`src/rtl/smkn_pkg.sv`:
```
// Shared types and codes for the sorted multiset k-th neighbor block.
// Used by every module under rtl; depends on nothing.
package smkn_pkg;

  localparam int KEY_W  = 64;
  localparam int RANK_W = 9;
  localparam int REQ_W  = 2;
  localparam int STS_W  = 2;

  localparam logic [REQ_W-1:0] REQ_INSERT = 2'd0;
  localparam logic [REQ_W-1:0] REQ_PRED   = 2'd1;
  localparam logic [REQ_W-1:0] REQ_SUCC   = 2'd2;

  localparam logic [STS_W-1:0] STS_OK        = 2'd0;
  localparam logic [STS_W-1:0] STS_NOT_FOUND = 2'd1;
  localparam logic [STS_W-1:0] STS_FULL      = 2'd2;

  typedef struct packed {
    logic [REQ_W-1:0]         req_type;
    logic signed [KEY_W-1:0]  key_value;
    logic [RANK_W-1:0]        rank;
  } in_item_t;

  typedef struct packed {
    logic [STS_W-1:0]         status;
    logic signed [KEY_W-1:0]  found_value;
  } out_item_t;

endpackage

```
`src/rtl/smkn_cell.sv`:
```
// One storage cell of the sorted chain: holds a value, compares it with the key,
// shifts in from its lower neighbor on insert. Depends on smkn_pkg.
module smkn_cell #(
  parameter int CAPACITY = 256,
  parameter int IDX      = 0,
  localparam int CW = $clog2(CAPACITY + 1),
  localparam int IW = $clog2(CAPACITY)
) (
  input  logic                               clk,
  input  logic                               cmp_en,
  input  logic                               shift_en,
  input  logic [CW-1:0]                      count,
  input  logic signed [smkn_pkg::KEY_W-1:0]  key,
  input  logic [IW-1:0]                      tgt,
  input  logic                               prev_le,
  input  logic signed [smkn_pkg::KEY_W-1:0]  prev_value,
  input  logic                               next_le,
  input  logic                               next_lt,
  output logic signed [smkn_pkg::KEY_W-1:0]  value,
  output logic                               le,
  output logic                               lt,
  output logic [CW-1:0]                      le_pos,
  output logic [CW-1:0]                      lt_pos,
  output logic signed [smkn_pkg::KEY_W-1:0]  pick
);

  logic signed [smkn_pkg::KEY_W-1:0] value_r;
  logic                              le_r;
  logic                              lt_r;
  logic                              occupied;

  assign occupied = CW'(IDX) < count;

  always_ff @(posedge clk) begin
    if (cmp_en) begin
      le_r <= occupied && (value_r <= key);
      lt_r <= occupied && (value_r < key);
    end
  end

  // insert: cells at or above the insert point move up one place
  always_ff @(posedge clk) begin
    if (shift_en && !le_r) begin
      value_r <= prev_le ? key : prev_value;
    end
  end

  assign value = value_r;
  assign le    = le_r;
  assign lt    = lt_r;

  // flags are a thermometer; the last set cell reports the count
  assign le_pos = (le_r && !next_le) ? CW'(IDX + 1) : '0;
  assign lt_pos = (lt_r && !next_lt) ? CW'(IDX + 1) : '0;
  assign pick   = (tgt == IW'(IDX)) ? value_r : '0;

endmodule

```
`config.mk`:
```
export PLATFORM = sky130hd
export DESIGN_NAME = smkn_cell
export DESIGN_NICKNAME = d
export VERILOG_FILES = /design/src/rtl/smkn_pkg.sv /design/src/rtl/smkn_cell.sv
export SDC_FILE = /design/constraint.sdc
export NUM_CORES = 1
export LEC_CHECK = 0
export BUFFER_PORTS_ARGS = -buffer_cell sky130_fd_sc_hd__buf_2
export CORE_AREA = 2 2 115 117
export CTS_CLUSTER_DIAMETER = 50
export CTS_CLUSTER_SIZE = 10
export DETAILED_ROUTE_END_ITERATION = 8
export DIE_AREA = 0 0 117 119
export PLACE_DENSITY = 0.72
export SLEW_MARGIN = 20
export SYNTH_ARGS = -nofsm -noshare
export SYNTH_HDL_FRONTEND = slang
export SYNTH_SLANG_ARGS = --single-unit
```
`constraint.sdc`:
```
create_clock -name clk -period 7.7 [get_ports clk]
set_input_delay 1.54 -clock clk [delete_from_list [all_inputs] [get_ports clk]]
set_output_delay 1.54 -clock clk [all_outputs]
set_load 0.02 [all_outputs]
```
# After elaboration in Yosys (flattened, before gate mapping)

Index checks and enable logic that the tools add are counted.

Word-level logic and storage cells: 19
Memories kept: 0
Memory bits (read-only): 0
Register bits: 66
Bits in latches: 0
Bits in writable memories: 0
Bits of input ports: 151

Multipliers: 0
$lt $le $gt $ge: 3
Multiplexer cells: 4
Shift-type cells: 0
Divide/modulo/power cells: 0
Bitwise operators: 0
Eq/ne operators: 0
Reduce and logical (&&, ||, !) cells: 9
$add $sub $neg: 0

Operator list:

| cell                                                                        | count |
|---|---|
| 64-bit two-way mux                                                          | 2 |
| 64-bit <= comparator                                                        | 1 |
| 64-bit less-than comparator                                                 | 1 |
| 1-bit by 9-bit less-than comparator with 1-bit output, first input constant | 1 |
| 8-bit logical NOT                                                           | 1 |
| 1-bit logical AND                                                           | 5 |
| 1-bit logical NOT                                                           | 3 |
| 1-bit two-way mux                                                           | 2 |

# Longest topological paths before layout

Gate-level depths: netlist of run 1.

Word-level depth: 3
Depth in mapped cells: 9

# Worst setup path after synthesis of run 1

No wires, ideal clock.

Kind: input port to flip-flop
Start: in shift_en
End: reg value_r, in the netlist value[0], enable pin
Setup time: 0.493 ns
Required time: 7.207 ns
Stages on the path: 1
Arrival time: 4.354 ns
Path slack: 2.853 ns
Buffers on the path: 0
Cell sequence: nor2b_1

Word-level cells in the longest chain between the ends: 1

RTL lines:

| element              | RTL line        | text |
|---|---|---|
| from (decl)          | smkn_cell.sv:11 | `input logic shift_en,` |
| 1-bit logical AND    | smkn_cell.sv:43 | `if (shift_en && !le_r) begin` |
| to (signal assigned) | smkn_cell.sv:44 | `value_r <= prev_le ? key : prev_value;` |
| to (decl)            | smkn_cell.sv:27 | `logic signed [smkn_pkg::KEY_W-1:0] value_r;` |

Every way passes these cells.
A chain may end at the register's enable or synchronous reset.

# Final worst setup path of run 1

Start: in tgt[7]
End: out pick[61] in the netlist's numbering

Word-level cells in the longest chain between the ends: 2

RTL lines:

| element            | RTL line        | text |
|---|---|---|
| from (decl)        | smkn_cell.sv:14 | `input logic [IW-1:0] tgt,` |
| 8-bit logical NOT  | smkn_cell.sv:55 | `assign pick = (tgt == IW'(IDX)) ? value_r : '0;` |
| 64-bit two-way mux | smkn_cell.sv:55 |  |
| to (decl)          | smkn_cell.sv:24 | `output logic signed [smkn_pkg::KEY_W-1:0] pick` |

Every way passes these cells.

==> results.txt, run 1 <==
* HPWL after detailed placement: 10.62 mm
- Measured along the y axis, the die boundary spans 119 um.
- Highest fanout seen on the critical path: 50
- Internal power comes to 748.8 uW.
* P per Cell Area: 152.9 mW/mm2
* Internal reg-to-reg setup slack: 5.24 ns
- During I/O placement, the number of pins put on the boundary was 299.
* Share of layout cells above drive strength 1: 49.73%
- The Yosys step of the flow raised 0 warnings.
- Footprint of the flip-flops and latches: 0.001982 mm2
- Category of the most critical setup path: in -> out
- Clock tree sinks: 66
* Commonest cells after routing, fill and taps aside: buf_2, edfxtp_1, inv_1, mux2_2, ha_1
- Final Hold Viols: 0
* Async set-or-reset flop fraction in the synthesized netlist: 0%
* Final setup violation count: 0
- Share of total power in combinational logic: 22.8%
- STA classifies the critical path startpoint as an input pin.
- At the worst endpoint, the arrival time is 3.11 ns.
* Result of the run: complete, no violations
- GRT Resource Usage Total: 19.15%
* Residual DRC count: 0
- The critical path ends at pick[61].
- Type of the worst min-delay path: reg -> reg
- The number of different library cells used by synthesis comes to 35.
* Area share of the largest cell type after synthesis: 39.49%
* Hold Buf Count CTS: 0
* Worst IR Drop VDD: 0.09975 mV
- At the worst endpoint, the required time is 6.16 ns.
* Pin slew with the least headroom to its limit: 0.8734 ns
* Initial Utilization: 38.98%
* Post-layout minimum cycle time: 4.651 ns
- The initialized floorplan defines 42 standard-cell rows.
* Number of setup buffers added after CTS: 0
* Gp weighted congestion: 0.7989
* Core region area: 0.01287 mm2
* Die Area: 0.01392 mm2
- Net Sw Power: 296.5 uW
* Routed via count divided by cell count: 4.775
- The worst register-to-register path begins at value[63].
- P_leak: 0.003544 uW
- CTS placed an instance of clkbuf_16 at the clock tree root.
- Fill cell total of the finished layout: 1209
- The number of max-slew violations in the final report is 0.
- CP endpoint kind: output port
- Based on the critical path, the design can be clocked at up to 215.0 MHz.
- In this run the remaining antenna-violating nets after routing total 0.
- Relative slew margins: 41.77%
- Number of gates resized after CTS: 0
- Share of the cycle needed by the critical path after routing: 60.41%
- The worst register-to-register path ends at lt.
* Utilization after layout: 53.10%
- Total iterations of the first detailed-routing run: 4
- Largest cells by area after synthesis: edfxtp_1, ha_1, mux2_2
- # port buffers: 282
- For the worst-skew pair, the clock arrives at the later sink with an insertion delay of 0.33 ns.
- Counting cells, the worst reg-to-reg path comes to 7.
- Clock Pin Slew Worst Setup and Hold Paths: 0.05 ns
- Per report_power, the clock group accounts for 34.3% of the total.
* Maximum number of pins on one net before global-route repair: 65
- Via count: 4431
- Post-synthesis average cell area: 10.77 um2
* Count of cells along the worst hold path: 4
* Worst clock skew on the final layout: 0.005465 ns
* Max-Cap Viols: 0
- The clock tree synthesis step divided the H-tree into 3 levels.
* Average routed wire per standard cell: 14.43 um
- Setup TNS: 0 ns
* Post-Synthesis Cell Area: 0.005019 mm2
- Number of antenna violations at the first check in global routing: 0
- Synthesized instance count: 466
* Wire length of the first global-routing pass: 20.42 mm
- After synthesis the netlist holds a flip-flop and latch count of 66.
- Routed Wire Length: 13.39 mm
* Reg power frac: 42.9%
- Tracing the worst setup path back leads to its startpoint at tgt[7].
- The number of antenna diodes in the final layout is 0.
- 1st-iter DRT viols: 94
* Most common library cell in the layout ignoring fill and taps: buf_2
* Top_reg_cell synth: edfxtp_1
- The via count of the first global-routing pass was 4210.
- Of the synthesized area, sequential elements account for 39.49%.
* Clock tree from TritonCTS: built
- TritonCTS created 9 clock buffers.
- Number of flops mapped to enable cells by yosys: 66
- Compared with the post-synthesis result, the final layout area differs by 36.23%.
- GRT Residual Overflow: 0
- Multi-input gate area: 0.002693 mm2
* Max Buffers Root-to-Sink: 2
- Number of nets in the layout: 963
- In this run switching power makes up 28.36% of total power.
- edfxtp_1 takes more of the synthesized area than any other cell.
- The floorplan step set the die width to 117 um.
- Setup repair after global routing left no endpoint under its margin.
## power by group through the flow
| stage | logic (uW) | registers, uW | clock network (uW) |
|---|---|---|---|
| floorplan | 126 | 480 | 0 |
| global placement | 235 | 456 | 0 |
| detailed placement | 240 | 456 | 0 |
| CTS | 242 | 449 | 371 |
| global route | 268 | 452 | 385 |
| finish | 238 | 448 | 358 |
## area by class of cell
class	instances	share of cell area (%)
timing repair buffer	285	21.16
tap	176	3.221
multi-input combinational	321	39.39
sequential	66	28.99
clock buffer	10	3.349
clock inverter	5	0.3294
inverter	65	3.569
## synth_stat cells (all sizes together) (4+ instances only)
cell type	n
nor4	5
o21ai	7
inv	65
a21o	4
buf	16
nor2	6
ha	64
mux2	64
nand4	14
nand3	6
nor3	6
nor2b	4
and2	63
a21oi	25
clkbuf	13
nand2	16
edfxtp	66
## state kept, by name (all words and copies together), names as in the netlist
name   cells
le         1
value     64
lt         1
## worst min path at each step
stage               slack [ns]  end  startpoint
floorplan                 1.04   le   value[63]
global placement          1.11   le   value[63]
detailed placement        1.09   le   value[63]
CTS                       1.10   le   value[63]
global route              1.17   lt   value[63]
finish                    1.07   le   value[63]
## critical path, cell delays in order
cell	delay, ns
buf_2	0.09
or4_1	0.58
nor2_4	0.32
buf_12	0.23
and2_1	0.16
buf_2	0.16
## metrics by stage
stage | setup WS, ns | total power, uW | area, um2 | hold WS, ns | instances
CTS | 2.648 | 1062 | 6817 | 1.098 | 927
finish | 3.049 | 1045 | 6837 | 1.068 | 928
floorplan | 2.853 | 606.1 | 5075 | 1.041 | 481
global placement | 2.731 | 690.9 | 6565 | 1.106 | 912
global route | 2.925 | 1105 | 6837 | 1.168 | 928
detailed placement | 2.648 | 696.1 | 6565 | 1.087 | 912
## cell families after synthesis
logic type               share of synthesized area (%)
flip-flops                                       39.49
buffers and inverters                            8.227
adder cells (fa/ha/maj)                          15.96
AO/OA/AOI/OAI                                    6.158
other                                          0.07472
AND/OR/NAND/NOR                                  15.73
multiplexers                                     14.36
## per-layer routing
layer | vias up | track usage (%) | wire length, um
li1 | 2186 | - | -
met1 | 2046 | 21.14 | 5217
met2 | 183 | 35.66 | 7026
met3 | 16 | 3.817 | 921
met4 | 0 | 6.765 | 226
met5 | - | 0 | 0
Power figures use the tool's default switching activity.
==> run 2: changes to the inputs <==
--- a/config.mk
+++ b/config.mk
@@ -6,12 +6,12 @@
 export NUM_CORES = 1
 export LEC_CHECK = 0
 export BUFFER_PORTS_ARGS = -buffer_cell sky130_fd_sc_hd__buf_2
-export CORE_AREA = 2 2 115 117
+export CORE_AREA = 2 2 116 118
 export CTS_CLUSTER_DIAMETER = 50
 export CTS_CLUSTER_SIZE = 10
 export DETAILED_ROUTE_END_ITERATION = 8
-export DIE_AREA = 0 0 117 119
-export PLACE_DENSITY = 0.72
+export DIE_AREA = 0 0 118 120
+export PLACE_DENSITY = 0.71
 export SLEW_MARGIN = 20
 export SYNTH_ARGS = -nofsm -noshare
 export SYNTH_HDL_FRONTEND = slang
==> constraint.sdc (replaced) <==
create_clock -name clk -period 4.5 [get_ports clk]
set_input_delay 0.9 -clock clk [delete_from_list [all_inputs] [get_ports clk]]
set_output_delay 0.9 -clock clk [all_outputs]
set_load 0.02 [all_outputs]
==> run 2 against run 1 <==
  * First-iteration DRC count is 34% higher
  * Setup slack got worse by 2.3 ns
  * Combinational power grew 73%
  * Total power grew 78%
==> results.txt, run 2 (synthesis gave the netlist of run 1 again) <==
* Total iterations of the first detailed-routing run: 4 (unchanged)
- The largest net degree at the start of global routing was 38 (-42%).
- Final Hold Viols: 0 (unchanged)
- Worst IR Drop VDD: 0.1955 mV (+96%)
- The net switching component of the power was 516.3 uW (+74%).
* Clock tree sinks: 66 (unchanged)
* Wire length of the first global-routing pass: 20.44 mm (about the same)
- Number of flip-flops under the largest register name: 64 (unchanged)
- GRT Resource Usage Total: 18.56% (-0.59 points)
- The worst hold path terminates at lt.
- The hold buffer count at cts is 0 (unchanged).
* Routed Wire Length: 13.62 mm (+1.7%)
- P_leak: 0.003556 uW (+0.33%)
- The endpoint identified for the worst register-to-register timing path is lt.
- Initial Utilization: 38.66% (-0.32 points)
- Average routed wire per standard cell: 14.66 um (+1.6%)
- Share of total power in combinational logic: 22.0% (-0.8 points)
* Commonest cells after routing, fill and taps aside: buf_2, edfxtp_1, inv_1, mux2_2, ha_1
* Die X: 118 um (+0.85%)
* Clock Latency Late Sink: 0.34 ns (about the same)
- Final setup violation count: 0 (unchanged)
- The total vias in the final route came to 4364 (-1.5%).
- Maximum clock frequency: 268.2 MHz
- The number of I/O port buffers is 282 (unchanged).
* Clock tree from TritonCTS: built
- The final-layout setup total negative slack came to 0 ns (unchanged).
* Startpoint of the worst-slack reg-to-reg timing path: value[63]
* Pin slew with the least headroom to its limit: 1.006 ns (+0.1325 ns)
- The count of nets after finishing came to 963 (unchanged).
* Worst path slowest cell: or4_1
- Area growth from synthesis to layout: 36.80%
- The min-delay analysis places its worst path in the category in -> reg.
* Number of setup buffers added after CTS: 0 (unchanged)
* Power consumption: 1864 uW (+78%)
- Post-layout minimum cycle time: 3.729 ns
- Worst clock skew on the final layout: 0.007370 ns (+0.001905 ns)
* Slew Limit Fails: 0 (unchanged)
* Routed via count divided by cell count: 4.698 (-1.6%)
- Number of CTS-inserted buffers: 9 (unchanged)
* Proportion of total power due to net switching: 27.70% (-0.66 points)
* CP dominant cell by count: buf_2
- Required time worst endpoint: 3.60 ns (-2.56 ns)
- Largest stage delay, worst path: 0.57 ns (about the same)
- Max-Cap Viols: 0 (unchanged)
- Source of the worst hold timing path: cmp_en
- The die outline area was 0.01416 mm2 (+1.7%).
* Highest fanout seen on the critical path: 33 (-34%)
- The share of final-layout standard cells stronger than drive strength 1 was 49.67% (-0.066 points).
* RSZ-0062 raised after global routing: no
* Antenna diode count: 0 (unchanged)
- Result of the run: complete, no violations
* Category of the most critical setup path: in -> out
- The worst setup path is launched from an input pin.
- 1st-iter DRT viols: 126 (+34%)
- Clock Pin Slew Worst Setup and Hold Paths: 0.05 ns (about the same)
- The number of buffers on the longest clock path came to 2 (unchanged).
- The worst reg2reg path depth was 7 (unchanged).
- Crit-path cells: buf_2 -> or4_1 -> nor2_4 -> buf_4 -> and2_1 -> buf_2
- DRT antenna net count: 0 (unchanged)
* Most common library cell in the layout ignoring fill and taps: buf_2
- Gp weighted congestion: 0.7824 (-2.1%)
- Count of cells along the worst hold path: 1 (-3)
* Standard-cell rows: 42 (unchanged)
* Int Power: 1347 uW (+80%)
- The number of I/O pins is 299 (unchanged).
- The global-route congestion overflow total came to 0 (unchanged).
- The critical path data arrival time was 2.83 ns (-0.28 ns).
- Number of antenna violations at the first check in global routing: 0 (unchanged)
- The flop-to-flop setup slack was 2.06 ns (-3.18 ns).
- STA classifies the critical path endpoint as an output port.
- Vias in the first global route: 4109 (-2.4%)
- Number of H-tree levels: 3 (unchanged)
* Relative contribution of the clock network to total power: 36.8% (+2.5 points)
- The DRC violation count after routing came to 0 (unchanged).
- Clock tree synthesis selected as its root buffer the cell clkbuf_16.
- Die height: 120 um (+0.84%)
- HPWL after detailed placement: 11.03 mm (+3.9%)
* Reg power frac: 41.1% (-1.8 points)
- The area of the core is 0.01298 mm2 (+0.82%).
- The post-cts resize count was 0 (unchanged).
- P per Cell Area: 271.5 mW/mm2 (+78%)
- The worst path uses 82.86% of the clock period.
- The max-slew headroom at the worst pin came to 32.79% (-9.0 points).
-- run 2: cell count changes in the layout (fill, tap and decap cells not counted), sizes merged --
cell	previous run	this run
clkbuf	10	13
clkinv	5	2
bufinv	0	1
-- run 2: layout make-up --
type	instances	area (um2)
Fill cell	1246	6115
Multi-Input combinational cell	321	2693
Sequential cell	66	1982
Timing Repair Buffer	285	1446
Inverter	65	244.0
Clock buffer	13	240.2
Tap cell	176	220.2
Clock inverter	3	40.04
-- run 2: worst max path at each step --
stage,startpoint,to
final,tgt[6],pick[19]
after global routing,tgt[6],pick[19]
after CTS,tgt[6],pick[19]
after detailed placement,tgt[6],pick[19]
after global placement,tgt[6],pick[8]
after floorplan,shift_en,value[0]
-- run 2: metal layers --
metal	track usage, %	vias to the layer above	wire (um)
li1	-	2189	-
met1	20.97	1984	5621
met2	34.48	179	7001
met3	3.802	12	804
met4	6.702	0	193
met5	0	-	0
-- run 2: power by group through the flow --
| stage | Clock (uW) | Sequential [uW] | Combinational (uW) |
|---|---|---|---|
| finish | 687 | 766 | 411 |
| global route | 727 | 771 | 454 |
| CTS | 701 | 767 | 416 |
| floorplan | 0 | 822 | 215 |
| global placement | 0 | 778 | 408 |
| detailed placement | 0 | 779 | 414 |
-- run 2: stage by stage --
stage,utilization [%],std cells,instance area (um2),hold slack [ns],setup slack (ns)
floorplan,-,481,5075,1.013,0.2929
global placement,50.73,913,6585,0.8312,0.7956
detailed placement,50.73,913,6585,0.8483,0.6824
CTS,52.89,929,6865,0.7735,0.6798
global route,52.89,929,6865,0.7865,0.5584
finish,52.89,929,6865,0.7906,0.7711
-- run 2: critical path: cells and delay by family --
family        cells  cell delay [ns]
simple gates      3             1.26
buf+inv           3             0.67
==> run 3: changes to the inputs <==
--- a/config.mk
+++ b/config.mk
@@ -6,12 +6,13 @@
 export NUM_CORES = 1
 export LEC_CHECK = 0
 export BUFFER_PORTS_ARGS = -buffer_cell sky130_fd_sc_hd__buf_2
-export CORE_AREA = 2 2 116 118
+export CORE_ASPECT_RATIO = 0.9
+export CORE_MARGIN = 2
+export CORE_UTILIZATION = 40
 export CTS_CLUSTER_DIAMETER = 50
 export CTS_CLUSTER_SIZE = 10
 export DETAILED_ROUTE_END_ITERATION = 8
-export DIE_AREA = 0 0 118 120
-export PLACE_DENSITY = 0.71
+export PLACE_DENSITY = 0.76
 export SLEW_MARGIN = 20
 export SYNTH_ARGS = -nofsm -noshare
 export SYNTH_HDL_FRONTEND = slang
==> constraint.sdc (replaced) <==
create_clock -name clk -period 3.27 [get_ports clk]
set_input_delay 0.654 -clock clk [delete_from_list [all_inputs] [get_ports clk]]
set_output_delay 0.654 -clock clk [all_outputs]
set_load 0.02 [all_outputs]
==> run 3 against run 2 <==
  * Cell count shrank 1.6%
  * Sequential power rose by 37%
  * Setup slack worse by 0.21 ns
  * Total power grew 35%
  * Count of clock-buffer cells in the layout down 4
  * Sequential share of layout area about the same
  * Combinational power is 36% higher
==> results.txt, run 3 (synthesis gave the netlist of run 1 again) <==
* HPWL after detailed placement: 10.58 mm (-4.2%)
- The total track usage was 18.65% (+0.086 points).
- Maximum number of pins on one net before global-route repair: 65 (+71%)
* I/O pins: 299 (unchanged)
- The max-slew headroom at the worst pin came to 59.60% (+27 points).
* Result of the run: complete, no violations
* Routed Wire Length: 13.15 mm (-3.4%)
- STA classifies the critical path startpoint as an input pin.
- Number of gates resized after CTS: 0 (unchanged)
* # port buffers: 282 (unchanged)
- The number of max-slew violations in the final report was 0 (unchanged).
* Antenna diode count: 0 (unchanged)
- The routed wire length per instance came to 14.39 um (-1.9%).
- Gp weighted congestion: 0.7498 (-4.2%)
* Die X: 122.1 um (+3.4%)
- The total vias in the final route is 4311 (-1.2%).
* GRT Residual Overflow: 0 (unchanged)
* Final setup violation count: 0 (unchanged)
- The path class of the tightest hold or removal check is in -> reg.
- The worst path required time was 2.62 ns (-0.98 ns).
* Clock Pin Slew Worst Setup and Hold Paths: 0.05 ns (about the same)
* Routed via count divided by cell count: 4.717 (+0.41%)
- The global-route wire length before repair is 19.29 mm (-5.6%).
* Fin area: 0.006873 mm2 (+0.11%)
- Placed cell area: 0.006600 mm2 (+0.23%)
- The filler cell count was 1098 (-12%).
- The area of the core was 0.01217 mm2 (-6.2%).
- Dividing the final minimum period by the clock period gives 82.81%.
* Worst clock skew on the final layout: 0.003398 ns (-0.003972 ns)
- The initial core utilization is 41.23% (+2.6 points).
* Number of H-tree levels: 3 (unchanged)
- Static timing analysis puts the maximum clock frequency at 369.3 MHz.
- Most common library cell in the layout ignoring fill and taps: buf_2
- The leakage power summed over all cells is 0.003574 uW (+0.51%).
* Area growth from synthesis to layout: 36.95%
* Hold Buf Count CTS: 0 (unchanged)
- The vertical die dimension was 110.3 um (-8.1%).
* Final Hold Viols: 0 (unchanged)
- Vias in the first global route: 3929 (-4.4%)
- Hold slack final: 0.5561 ns (-0.2345 ns)
- Post-layout minimum cycle time: 2.708 ns
- Max-Cap Viols: 0 (unchanged)
* Number of flip-flops under the largest register name: 64 (unchanged)
- The number of buffers added for setup after CTS came to 0 (unchanged).
* Setup TNS: 0 ns (unchanged)
- Total iterations of the first detailed-routing run: 4 (unchanged)
* Residual DRC count: 0 (unchanged)
- The CTS sink count is 66 (unchanged).
* Worst endpoint data arrival time: 2.05 ns (-0.78 ns)
* RSZ-0062 raised after global routing: no
- Master cell of the clock root buffer: clkbuf_16
* Clock Latency Late Sink: 0.32 ns (-0.02 ns)
* Die Area: 0.01346 mm2 (-4.9%)
* Number of antenna violations at the first check in global routing: 0 (unchanged)
* CP endpoint kind: output port
- Standard-cell rows: 38 (-9.5%)
- DRT antenna net count: 0 (unchanged)
- Commonest cells after routing, fill and taps aside: buf_2, edfxtp_1, inv_1, mux2_2, ha_1
- TritonCTS built the clock tree.
* Share of layout cells above drive strength 1: 50.00% (+0.33 points)
- Category of the most critical setup path: in -> out
- The number of buffers on the longest clock path came to 2 (unchanged).
- Internal reg-to-reg setup slack: 0.78 ns (-1.28 ns)
- Worst IR Drop VDD: 0.2497 mV (+28%)
- The clock buffer count from CTS was 9 (unchanged).
* Number of nets in the layout: 966 (+0.31%)
- P per Cell Area: 366.9 mW/mm2 (+35%)
- The violation count after the first detailed-routing iteration came to 120 (-4.8%).
- Highest fanout seen on the critical path: 63 (+91%)
- The slew of the pin with the lowest slew margin is 0.6047 ns (-0.4013 ns).
-- run 3: cell count changes in the layout (fill, tap and decap cells not counted) --
cell,before,now
buf_4,2,4
clkinv_1,0,2
buf_12,1,2
clkbuf_1,4,0
-- run 3: path summary, 6_finish.rpt --
kind,from,cells past startpoint,to
setup / recovery,tgt[7],6,pick[35]
hold / removal,cmp_en,1,le
setup reg to reg,value[63],7,lt
hold reg to reg,le,1,value[12]
-- run 3: area by class of cell --
class | count | area [um2] | area share, %
Timing Repair Buffer | 288 | 1481 | 21.55
Clock buffer | 9 | 225.2 | 3.277
Clock inverter | 5 | 47.55 | 0.6918
Tap cell | 160 | 200.2 | 2.913
Multi-Input combinational cell | 321 | 2693 | 39.18
Sequential cell | 66 | 1982 | 28.84
Inverter | 65 | 244.0 | 3.550
-- run 3: where the power goes --
| group | internal (uW) | switching (uW) |
|---|---|---|
| Sequential | 1010 | 43.3 |
| Combinational | 254 | 304 |
| Clock | 573 | 335 |
| Total | 1840 | 683 |
-- run 3: through the flow --
step / std cells / utilization, % / setup WS [ns] / power (uW)
after global routing: 914 / 56.47 / 0.4834 / 2659
after detailed placement: 900 / 54.22 / 0.4135 / 1634
after floorplan: 481 / - / 0.5055 / 1425
after global placement: 900 / 54.22 / 0.4527 / 1622
final: 914 / 56.47 / 0.5620 / 2522
after CTS: 914 / 56.47 / 0.5582 / 2560
-- run 3: worst max-delay path: stages --
cell,delay (ns)
buf_2,0.09
or4_1,0.58
nor2_4,0.15
buf_12,0.23
and2_1,0.16
buf_2,0.16
-- run 3: metal layers --
layer	wire [um]	vias up	GRT usage, %
li1	-	2189	-
met1	5368	1951	21.67
met2	6735	160	34.52
met3	928	11	4.887
met4	121	0	4.187
met5	0	-	0
